$ cat src/design/ipv6ehs_pkg.sv
// Shared types, header type codes and helpers for the IPv6 extension header skipper.
package ipv6ehs_pkg;

  // Next-header codes of the extension headers that are walked
  localparam logic [7:0] NH_HOP      = 8'd0;
  localparam logic [7:0] NH_ROUTING  = 8'd43;
  localparam logic [7:0] NH_FRAGMENT = 8'd44;
  localparam logic [7:0] NH_AUTH     = 8'd51;
  localparam logic [7:0] NH_NONE     = 8'd59;
  localparam logic [7:0] NH_DEST     = 8'd60;

  // Width of the reported header offset
  localparam int unsigned OFFSET_W = 17;

  // Header length in bytes fits in 12 bits: at most 256 * 8
  localparam int unsigned HLEN_W = 12;

  // Result status codes
  typedef enum logic [1:0] {
    ST_FOUND = 2'd0,
    ST_NONE  = 2'd1,
    ST_TRUNC = 2'd2
  } status_t;

  // One result word
  typedef struct packed {
    status_t               status;
    logic [7:0]            upper_protocol;
    logic [OFFSET_W-1:0]   header_offset;
  } result_t;

  // True for header types that belong to the extension chain
  function automatic logic is_ext(input logic [7:0] t);
    is_ext = (t == NH_HOP) || (t == NH_ROUTING) || (t == NH_FRAGMENT) ||
             (t == NH_AUTH) || (t == NH_NONE) || (t == NH_DEST);
  endfunction

endpackage

$ cat src/design/ipv6ehs_walk.sv
// Per-byte extension header chain walker: walk state and the decision logic.
module ipv6ehs_walk #(
  parameter int unsigned POS_W   = 17,
  parameter int unsigned CAP_VAL = 67583
) (
  input  logic                    clk,
  input  logic                    rst_n,
  input  logic                    step,
  input  logic [7:0]              data_byte,
  input  logic                    first_byte,
  input  logic [7:0]              initial_nh,
  input  logic                    last_byte,
  output logic                    res_valid,
  output ipv6ehs_pkg::result_t    res
);

  localparam logic [POS_W-1:0] CAP = POS_W'(CAP_VAL);

  // Walk state
  logic [POS_W-1:0]                    pos_r, pos_nxt;
  logic [POS_W-1:0]                    hs_r, hs_nxt;
  logic [7:0]                          cur_r, cur_nxt;
  logic [7:0]                          fol_r, fol_nxt;
  logic [ipv6ehs_pkg::HLEN_W-1:0]      hb_r, hb_nxt;
  logic [7:0]                          ohb_r, ohb_nxt;
  logic                                dec_r, dec_nxt;

  // State as seen by this byte (first byte restarts the walk)
  logic [POS_W-1:0]                    pos_e, hs_e;
  logic [7:0]                          cur_e, fol_e, ohb_e;
  logic [ipv6ehs_pkg::HLEN_W-1:0]      hb_e;
  logic                                dec_e;

  logic [POS_W-1:0]                    diff;
  logic                                in_hdr;
  logic [1:0]                          off;
  logic                                do_adv;
  logic [POS_W:0]                      hs_sum;
  logic [POS_W-1:0]                    hs_adv;
  logic [ipv6ehs_pkg::HLEN_W-1:0]      hb_len;
  logic [ipv6ehs_pkg::HLEN_W-1:0]      hb_step;

  assign pos_e = first_byte ? '0 : pos_r;
  assign hs_e  = first_byte ? '0 : hs_r;
  assign cur_e = first_byte ? initial_nh : cur_r;
  assign fol_e = first_byte ? 8'd0 : fol_r;
  assign hb_e  = first_byte ? '0 : hb_r;
  assign ohb_e = first_byte ? 8'd0 : ohb_r;
  assign dec_e = first_byte ? 1'b0 : dec_r;

  // Position of this byte relative to the current header
  assign diff   = pos_e - hs_e;
  assign in_hdr = (pos_e >= hs_e) && (diff <= POS_W'(3));
  assign off    = diff[1:0];

  // Length of the current header from its length byte
  always_comb begin
    if (cur_e == ipv6ehs_pkg::NH_AUTH) begin
      hb_len = (ipv6ehs_pkg::HLEN_W'(data_byte) + ipv6ehs_pkg::HLEN_W'(2)) << 2;
    end else begin
      hb_len = (ipv6ehs_pkg::HLEN_W'(data_byte) + ipv6ehs_pkg::HLEN_W'(1)) << 3;
    end
  end

  // Bytes to step over: a fragment header is always 8 bytes
  assign hb_step = (cur_e == ipv6ehs_pkg::NH_FRAGMENT) ? ipv6ehs_pkg::HLEN_W'(8) : hb_len;

  // Start of the next header, saturated
  assign hs_sum = (POS_W+1)'(hs_e) + (POS_W+1)'(hb_step);
  assign hs_adv = (hs_sum > {1'b0, CAP}) ? CAP : hs_sum[POS_W-1:0];

  // Decision logic
  always_comb begin
    pos_nxt   = (pos_e == CAP) ? CAP : pos_e + POS_W'(1);
    hs_nxt    = hs_e;
    cur_nxt   = cur_e;
    fol_nxt   = fol_e;
    hb_nxt    = hb_e;
    ohb_nxt   = ohb_e;
    dec_nxt   = dec_e;
    do_adv    = 1'b0;
    res_valid = 1'b0;
    res       = '{status: ipv6ehs_pkg::ST_FOUND, upper_protocol: 8'd0, header_offset: '0};

    if (!dec_e) begin
      if (first_byte && !ipv6ehs_pkg::is_ext(cur_e)) begin
        // upper header right after the base header
        res_valid          = 1'b1;
        res.upper_protocol = cur_e;
      end else if (!in_hdr) begin
        // inside a header body: only the end of data matters
        if (last_byte) begin
          res_valid  = 1'b1;
          res.status = ipv6ehs_pkg::ST_TRUNC;
        end
      end else if (off == 2'd0) begin
        if (last_byte) begin
          res_valid  = 1'b1;
          res.status = ipv6ehs_pkg::ST_TRUNC;
        end else if (cur_e == ipv6ehs_pkg::NH_NONE) begin
          res_valid  = 1'b1;
          res.status = ipv6ehs_pkg::ST_NONE;
        end else begin
          fol_nxt = data_byte;
        end
      end else if (cur_e != ipv6ehs_pkg::NH_FRAGMENT) begin
        if (off != 2'd1) begin
          if (last_byte) begin
            res_valid  = 1'b1;
            res.status = ipv6ehs_pkg::ST_TRUNC;
          end
        end else begin
          hb_nxt = hb_len;
          do_adv = 1'b1;
        end
      end else begin
        // fragment header: offset field in bytes 2 and 3
        if (off == 2'd1) begin
          if (last_byte) begin
            res_valid  = 1'b1;
            res.status = ipv6ehs_pkg::ST_TRUNC;
          end
        end else if (off == 2'd2) begin
          ohb_nxt = data_byte;
          if (last_byte) begin
            res_valid  = 1'b1;
            res.status = ipv6ehs_pkg::ST_TRUNC;
          end
        end else if ((ohb_e != 8'd0) || (data_byte[7:3] != 5'd0)) begin
          // non-first fragment: report the fragment header itself
          res_valid          = 1'b1;
          res.upper_protocol = ipv6ehs_pkg::NH_FRAGMENT;
          res.header_offset  = ipv6ehs_pkg::OFFSET_W'(hs_e);
        end else begin
          hb_nxt = ipv6ehs_pkg::HLEN_W'(8);
          do_adv = 1'b1;
        end
      end

      // step past the current header
      if (do_adv) begin
        hs_nxt = hs_adv;
        if (!ipv6ehs_pkg::is_ext(fol_e)) begin
          res_valid          = 1'b1;
          res.upper_protocol = fol_e;
          res.header_offset  = ipv6ehs_pkg::OFFSET_W'(hs_adv);
        end else begin
          cur_nxt = fol_e;
          if (last_byte) begin
            res_valid  = 1'b1;
            res.status = ipv6ehs_pkg::ST_TRUNC;
          end
        end
      end

      if (res_valid) begin
        dec_nxt = 1'b1;
      end
    end
  end

  // State registers, updated on each accepted word
  always_ff @(posedge clk) begin
    if (!rst_n) begin
      pos_r <= '0;
      hs_r  <= '0;
      cur_r <= 8'd0;
      fol_r <= 8'd0;
      hb_r  <= '0;
      ohb_r <= 8'd0;
      dec_r <= 1'b0;
    end else if (step) begin
      pos_r <= pos_nxt;
      hs_r  <= hs_nxt;
      cur_r <= cur_nxt;
      fol_r <= fol_nxt;
      hb_r  <= hb_nxt;
      ohb_r <= ohb_nxt;
      dec_r <= dec_nxt;
    end
  end

endmodule

$ cat src/design/ipv6_extension_header_skipper_unit.sv
// Top level: stream ports, walker and result register of the extension header skipper.
// Latency: a result word is valid on the cycle after the byte that decides it is accepted.
// Throughput: one byte per cycle while no result waits untaken; the walker state updates on each accepted byte,
// and the result register lets a new byte in while the previous result is being taken.
// Reset (synchronous, rst_n low): walk state clears as if a region began at offset 0
// with a hop-by-hop header next; the result register is emptied.
module ipv6_extension_header_skipper_unit #(
  parameter int unsigned MAX_REGION_BYTES = 65535
) (
  input  logic        clk,
  input  logic        rst_n,
  input  logic        in_tvalid,
  output logic        in_tready,
  input  logic [15:0] in_tdata,   // [7:0] data_byte, [15:8] initial_next_header
  input  logic        in_tuser,   // [0] first_byte
  input  logic        in_tlast,   // last_byte
  output logic        out_tvalid,
  input  logic        out_tready,
  output logic [31:0] out_tdata   // [1:0] status, [9:2] upper_protocol, [26:10] header_offset
);

  localparam int unsigned CAP_VAL = MAX_REGION_BYTES + 2048;
  localparam int unsigned POS_W   = $clog2(CAP_VAL + 1);

  logic                  in_acc;
  logic                  res_valid;
  ipv6ehs_pkg::result_t  res;
  ipv6ehs_pkg::result_t  out_res_r;
  logic                  out_valid_r;

  assign in_tready = !out_valid_r || out_tready;
  assign in_acc    = in_tvalid && in_tready;

  ipv6ehs_walk #(
    .POS_W   (POS_W),
    .CAP_VAL (CAP_VAL)
  ) u_walk (
    .clk        (clk),
    .rst_n      (rst_n),
    .step       (in_acc),
    .data_byte  (in_tdata[7:0]),
    .first_byte (in_tuser),
    .initial_nh (in_tdata[15:8]),
    .last_byte  (in_tlast),
    .res_valid  (res_valid),
    .res        (res)
  );

  // Result register valid flag
  always_ff @(posedge clk) begin
    if (!rst_n) begin
      out_valid_r <= 1'b0;
    end else if (in_acc) begin
      out_valid_r <= res_valid;
    end else if (out_tready) begin
      out_valid_r <= 1'b0;
    end
  end

  // Result payload
  always_ff @(posedge clk) begin
    if (in_acc && res_valid) begin
      out_res_r <= res;
    end
  end

  assign out_tvalid = out_valid_r;
  assign out_tdata  = {5'd0, out_res_r.header_offset, out_res_r.upper_protocol,
                       out_res_r.status};

  // Input stalls only while a result waits
  a_stall_only_full: assert property (@(posedge clk) disable iff (!rst_n)
    !in_tready |-> out_valid_r)
    else $error("input stalled with empty result register");

  // Status code is always a defined one
  a_status_code: assert property (@(posedge clk) disable iff (!rst_n)
    out_valid_r |-> (out_res_r.status == ipv6ehs_pkg::ST_FOUND ||
                     out_res_r.status == ipv6ehs_pkg::ST_NONE ||
                     out_res_r.status == ipv6ehs_pkg::ST_TRUNC))
    else $error("undefined status code");

  // Non-found results carry zero protocol and offset
  a_zero_fields: assert property (@(posedge clk) disable iff (!rst_n)
    out_valid_r && out_res_r.status != ipv6ehs_pkg::ST_FOUND |->
      out_res_r.upper_protocol == 8'd0 && out_res_r.header_offset == '0)
    else $error("nonzero fields on non-found result");

  // A stalled result is not overwritten
  a_hold_result: assert property (@(posedge clk) disable iff (!rst_n)
    out_valid_r && !out_tready |=> out_valid_r && $stable(out_res_r))
    else $error("pending result lost");

endmodule

$ cat config.mk
export PLATFORM = sky130hd
export DESIGN_NAME = ipv6_extension_header_skipper_unit
export DESIGN_NICKNAME = d
export VERILOG_FILES = /design/src/design/ipv6ehs_pkg.sv /design/src/design/ipv6ehs_walk.sv /design/src/design/ipv6_extension_header_skipper_unit.sv
export SDC_FILE = /design/constraint.sdc
export NUM_CORES = 1
export LEC_CHECK = 0
export BUFFER_PORTS_ARGS = -buffer_cell sky130_fd_sc_hd__buf_2
export CAP_MARGIN = 20
export CORE_AREA = 2 2 135 137
export CTS_BUF_LIST = sky130_fd_sc_hd__clkbuf_16
export CTS_CLUSTER_SIZE = 16
export DETAILED_ROUTE_END_ITERATION = 6
export DIE_AREA = 0 0 137 139
export PLACE_DENSITY = 0.65
export SYNTH_ARGS = -nofsm -noshare
export SYNTH_HDL_FRONTEND = slang
export SYNTH_SLANG_ARGS = --single-unit
$ cat constraint.sdc
create_clock -name clk -period 6.27 [get_ports clk]
set_input_delay 0 -clock clk [delete_from_list [all_inputs] [get_ports clk]]
set_output_delay 0 -clock clk [all_outputs]
set_load 0.01 [all_outputs]
# Word-level counts from Yosys, hierarchy flattened
# Cells that the tools add are included.
op_classes:
  mul: 0
  shifts: 0
  eq_ne: 15
  reduce_logical: 24
  mux: 79
  order_cmp: 3
  n_div: 0
  addsub: 5
  bitwise_logic: 0
op_table:
  columns: ["cell", "count"]
  rows:
  - ["$mux W8", 20]
  - ["$mux W25", 6]
  - ["$mux W17", 7]
  - ["$eq A8 B6 Y1 const B", 10]
  - ["$mux W1", 31]
  - ["$mux W27", 1]
  - ["$mux W12", 2]
  - ["$mux W23", 1]
  - ["$mux W2", 11]
  - ["$add A17 B12 Y18", 1]
  - ["$gt A18 B17 Y1 const B", 1]
  - ["$add A17 B1 Y17 const B", 1]
  - ["$eq A17 B17 Y1 const B", 1]
  - ["$ge A17 B17 Y1", 1]
  - ["$le A17 B2 Y1 const B", 1]
  - ["$sub A17 B17 Y17", 1]
  - ["$logic_not A8 Y1", 2]
  - ["$logic_or A1 B1 Y1", 12]
  - ["$add A8 B1 Y9 const B", 1]
  - ["$add A8 B2 Y9 const B", 1]
  - ["$ne A8 B6 Y1 const B", 1]
  - ["$reduce_bool A8 Y1", 1]
  - ["$reduce_bool A5 Y1", 1]
  - ["$logic_and A1 B1 Y1", 4]
  - ["other kinds (6)", 7]
word_totals:
  latchBits: 0
  mem_bits_rw: 0
  romBits: 0
  inputBits: 22
  mem_count: 0
  reg_bits: 87

# Logic depth before layout (Yosys ltp)
logic_depth:
  word_depth: 16
  depth_mapped: 23
  depth_no_buf: 19

# Cells and area by module
# From an unflattened synthesis, not the netlist that was laid out.
unflattened:
  cells_unflattened: 842
  area_unflattened_um2: 6598.8
modules_own_cells:
  columns: ["mod", "area_each_um2", "cells_each", "n_inst"]
  rows:
  - ["ipv6ehs_walk", 5675.4, 803, 1]
  - ["ipv6_extension_header_skipper_unit", 923.4, 39, 1]

# Least setup slack after synthesis
# No wires, ideal clock.
synth_timing:
  path_kind: "input to register"
  from: "input port in_tuser"
  to: "register out_res_r (netlist bit out_tdata[0]), enable pin"
  setup_time_ns: 0.387
  arrival_time_ns: 5.422
  path_slack_ns: 0.462
  cell_stages: 20
  required_time_ns: 5.883
  path_cell_list: "buf_2 > buf_4 > buf_2 > buf_2 > buf_1 > clkbuf_1 > clkbuf_1 > clkbuf_1 > nor2b_1 > ha_1 > clkbuf_1 > and2_1 > a221o_1 > or4b_1 > a32oi_1 > nor4_2 > or4_1 > nor4_4 > a21o_1 > a31o_1"
synth_via:
  elab_chain_cells: 16
synth_rtl:
  columns: ["element", "line", "rtl"]
  rows:
  - ["from (decl)", "ipv6_extension_header_skipper_unit.sv:15", "input logic in_tuser,"]
  - ["branches (longest 14 deep; another with $sub A17 B17 Y17)", null, null]
  - ["$mux W1 *", "ipv6ehs_walk.sv:85", "if (!dec_e) begin"]
  - ["$logic_and A1 B1 Y1 *", "ipv6_extension_header_skipper_unit.sv:62", "if (in_acc && res_valid) begin"]
  - ["to (signal assigned)", "ipv6_extension_header_skipper_unit.sv:63", "out_res_r <= res;"]
  - ["to (decl)", "ipv6_extension_header_skipper_unit.sv:28", "ipv6ehs_pkg::result_t out_res_r;"]
# Every way passes the cells marked *. The select of a mux whose other input is x is not followed.
# A chain may end at the register's enable or synchronous reset.

# Final worst setup path
layout_timing:
  from: "register u_walk.cur_r[2]"
  to: "register out_res_r (netlist bit out_tdata[15]), data pin"
layout_via:
  elab_chain_cells: 12
layout_rtl:
  columns: ["element", "line", "rtl"]
  rows:
  - ["from (decl)", "ipv6ehs_walk.sv:22", "logic [7:0] cur_r, cur_nxt;"]
  - ["from (signal assigned)", "ipv6ehs_walk.sv:175", "cur_r <= cur_nxt;"]
  - ["$mux W8 *", "ipv6ehs_walk.sv:45", "assign cur_e = first_byte ? initial_nh : cur_r;"]
  - ["branches (longest 10 deep; another with $add A17 B12 Y18)", null, null]
  - ["$mux W27 *", "ipv6ehs_walk.sv:141", "if (do_adv) begin"]
# Marked as above.

==> metrics.cfg <==
[logic_synthesis]
yosys_warnings=0
synth_edf_count=27
synth_adder_area_share_pct=5.18
async_flop_share_pct=0
synthMuxAreaShare_pct=2.79
synth_xor_xnor_area_share_pct=3.27
synthesis.area_um2=6960
synth-seq-cells=87
synth_top_family_by_area=compound AO/OA/AOI/OAI gates
synth_compound_area_share_pct=28.7
syn_avg_cell_area_um2=8.00
synthSimpleGateAreaFrac_pct=25.7
yosysSeqAreaShare_pct=28.9
synth_cells=870
synth.distinct_cells=85
synth_ff_type=dfxtp_1

[route]
viasPerCell=6.02
drt-total-wl_mm=20.5
antenna_left=0
first_iter_violations=863
drcViolationCount=0
drt_first_pass_iters=5
via_count=6784
wl_per_cell_um=18.2

[place]
place_congestion=0.925
place_hpwl_mm=15.1
placement.io_buffers=50

[timing]
fin_crit_ns=5.35
tightest_slew_ns=1.03
setup_tns_ns=0
slew_violations=0
hold_violations=0
post-route-period-util_pct=85.3
final-setup-viol-count=0
finClkSkew_ns=0.0114
grt_setup_unrepaired=false
max_freq_mhz=187
max-slew-margin-rel_pct=30.7

[final_layout]
layout_common_cells=67 x nor2_1, 61 x nand2_1, 61 x a21oi_1
layout_commonest_cell=nor2_1
syn2layout_area_growth_pct=11.1
antenna_cells=0
fin_nets=941
layout-drive-gt1-share_pct=12.1
finish.utilization_pct=43.8

[cts]
clock_latency_ns=0.36
clk_pin_slew_ns=0.07
cts_buffer_depth=2
clockRootBuffer=clkbuf_16
cts_setup_buffers=0
cts_resized=0
hold_buffers=7
h-tree-depth=3
cts_buffers=9
cts_tree=built
cts_sinks=87

[floorplanning]
die_w_um=137
row_count=49
core_area_um2=17700
die_height_um=139
ioPinCount=56
start_util_pct=39.4
dieArea_um2=19000

[global_routing]
first_global_vias=6280
grt_max_degree=56
grt_first_pass_wirelength_mm=33.1
antenna_found_initial=0
grt_overflow_total=0
grtUsageTotal_pct=21.9

[outcome]
status=complete, no violations

[min_path]
hold_path_depth=2
hold_class=in2reg

[worst_setup_path]
cp_max_fo=22
rr_worst_depth=17
crit_type=reg2reg
critPathCaptureType=flip-flop
arrival_ns=5.54
required_ns=6.47
crit_path_start_kind=flip-flop

[power]
power_leakage_nw=3.00
power.density_nw_per_um2=194
ir_worst_vdd_v=0.000141
p_total_mw=1.50

[run]
drv_cap=0

==> stage by stage <==
step / setup slack, ns / instance area (um^2) / hold WS, ns / std cells
floorplan: 0.462 / 6980 / 0.126 / 874
global placement: 0.858 / 7360 / 0.322 / 1103
detailed placement: 0.750 / 7360 / 0.309 / 1103
CTS: 0.956 / 7730 / 0.0103 / 1126
global route: 0.467 / 7730 / 0.0284 / 1127
finish: 0.924 / 7730 / 0.0145 / 1127
==> metal layers <==
metal	vias up	global-route usage [%]	wire [um]
li1	3317	-	-
met1	3186	30.7	9330
met2	242	32.8	9130
met3	39	5.01	1450
met4	0	7.70	606
met5	-	0	0
==> flip-flops by register name, summed over array words and instances (netlist names) <==
| signal | flops |
|---|---|
| out_tdata | 27 |
| u_walk.hs_r | 17 |
| u_walk.pos_r | 17 |
| u_walk.cur_r | 8 |
| u_walk.fol_r | 8 |
| u_walk.ohb_r | 8 |
| out_tvalid | 1 |
| u_walk.dec_r | 1 |
==> synthesized netlist by cell type (7+ instances only) <==
cell       number  area [um^2]
a211oi_1        9         67.6
a21boi_0        8         60.1
a21o_1         13         97.6
a21oi_1        61          305
a22o_1         14          123
a31oi_1        18          113
and2_1          8         50.1
and3_1          9         56.3
buf_2          11         55.1
clkbuf_1       40          150
dfxtp_1        60         1200
edfxtp_1       27          811
ha_1           24          300
inv_1          29          109
mux2_2          9          101
mux2i_1         7         70.1
nand2_1        61          229
nand2b_1       12         75.1
nand3_1        45          225
nand4_1        11         68.8
nor2_1         67          251
nor2b_1        34          213
nor3_1         27          135
nor3b_1         7         52.6
nor4_1          9         56.3
o211a_1         7         70.1
o211ai_1       14          105
o21a_1         14          105
o21ai_0        49          245
o22ai_1         7         43.8
o2bb2ai_1      11         96.3
or4_1           7         52.6
xnor2_1        17          149
xor2_1          9         78.8
==> cells by family after synthesis <==
| logic type | Yosys count |
|---|---|
| other | 1 |
| adders and majority gates | 28 |
| buffers and inverters | 92 |
| and+or+nand+nor | 331 |
| xor gates and xnor gates | 26 |
| muxes | 18 |
| DFF | 87 |
| AOI/OAI and AO/OA | 287 |
==> critical path, cell delays in order (launching register included) <==
cell	delay, ns
dfxtp_1	0.31
mux2_2	0.29
nand4b_1	0.22
nor4_2	0.38
buf_4	0.31
a211oi_1	0.11
a2111oi_0	0.53
ha_1	0.40
a21o_1	0.23
a21o_1	0.19
a221oi_1	0.68
or4_1	0.20
o21ai_0	0.07
a21oi_1	0.21
o31a_1	0.53
buf_4	0.26
o211ai_1	0.10
a21oi_1	0.16
==> path summary, 6_finish.rpt <==
check | start | slack (ns) | endpoint
setup / recovery | u_walk.cur_r[2]$_SDFFE_PN0P_ | 0.92 | out_tdata[15]$_SDFFCE_PP0P_
hold / removal | in_tdata[7] | 0.01 | u_walk.ohb_r[7]$_SDFFE_PN0P_
setup reg to reg | u_walk.cur_r[2]$_SDFFE_PN0P_ | 0.92 | out_tdata[15]$_SDFFCE_PP0P_
hold reg to reg | u_walk.hs_r[15]$_SDFFE_PN0P_ | 0.47 | u_walk.hs_r[15]$_SDFFE_PN0P_
==> layout make-up <==
cell class                 instances  area, um^2
fill                            1763        9920
clock inverter                     6        47.5
tap                              229         287
sequential                        87        2010
timing repair buffer              70         430
multi-input combinational        695        4600
clock buffer                      10         250
inverter                          30         113
==> where the power goes <==
group	leakage, nW	total, mW	switching, mW	internal, mW
registers	0.756	0.628	0.0193	0.609
logic	2.09	0.338	0.216	0.122
clock network	0.152	0.538	0.241	0.298
total	3.00	1.50	0.476	1.03
No activity file was read; power rests on OpenSTA's default activity.
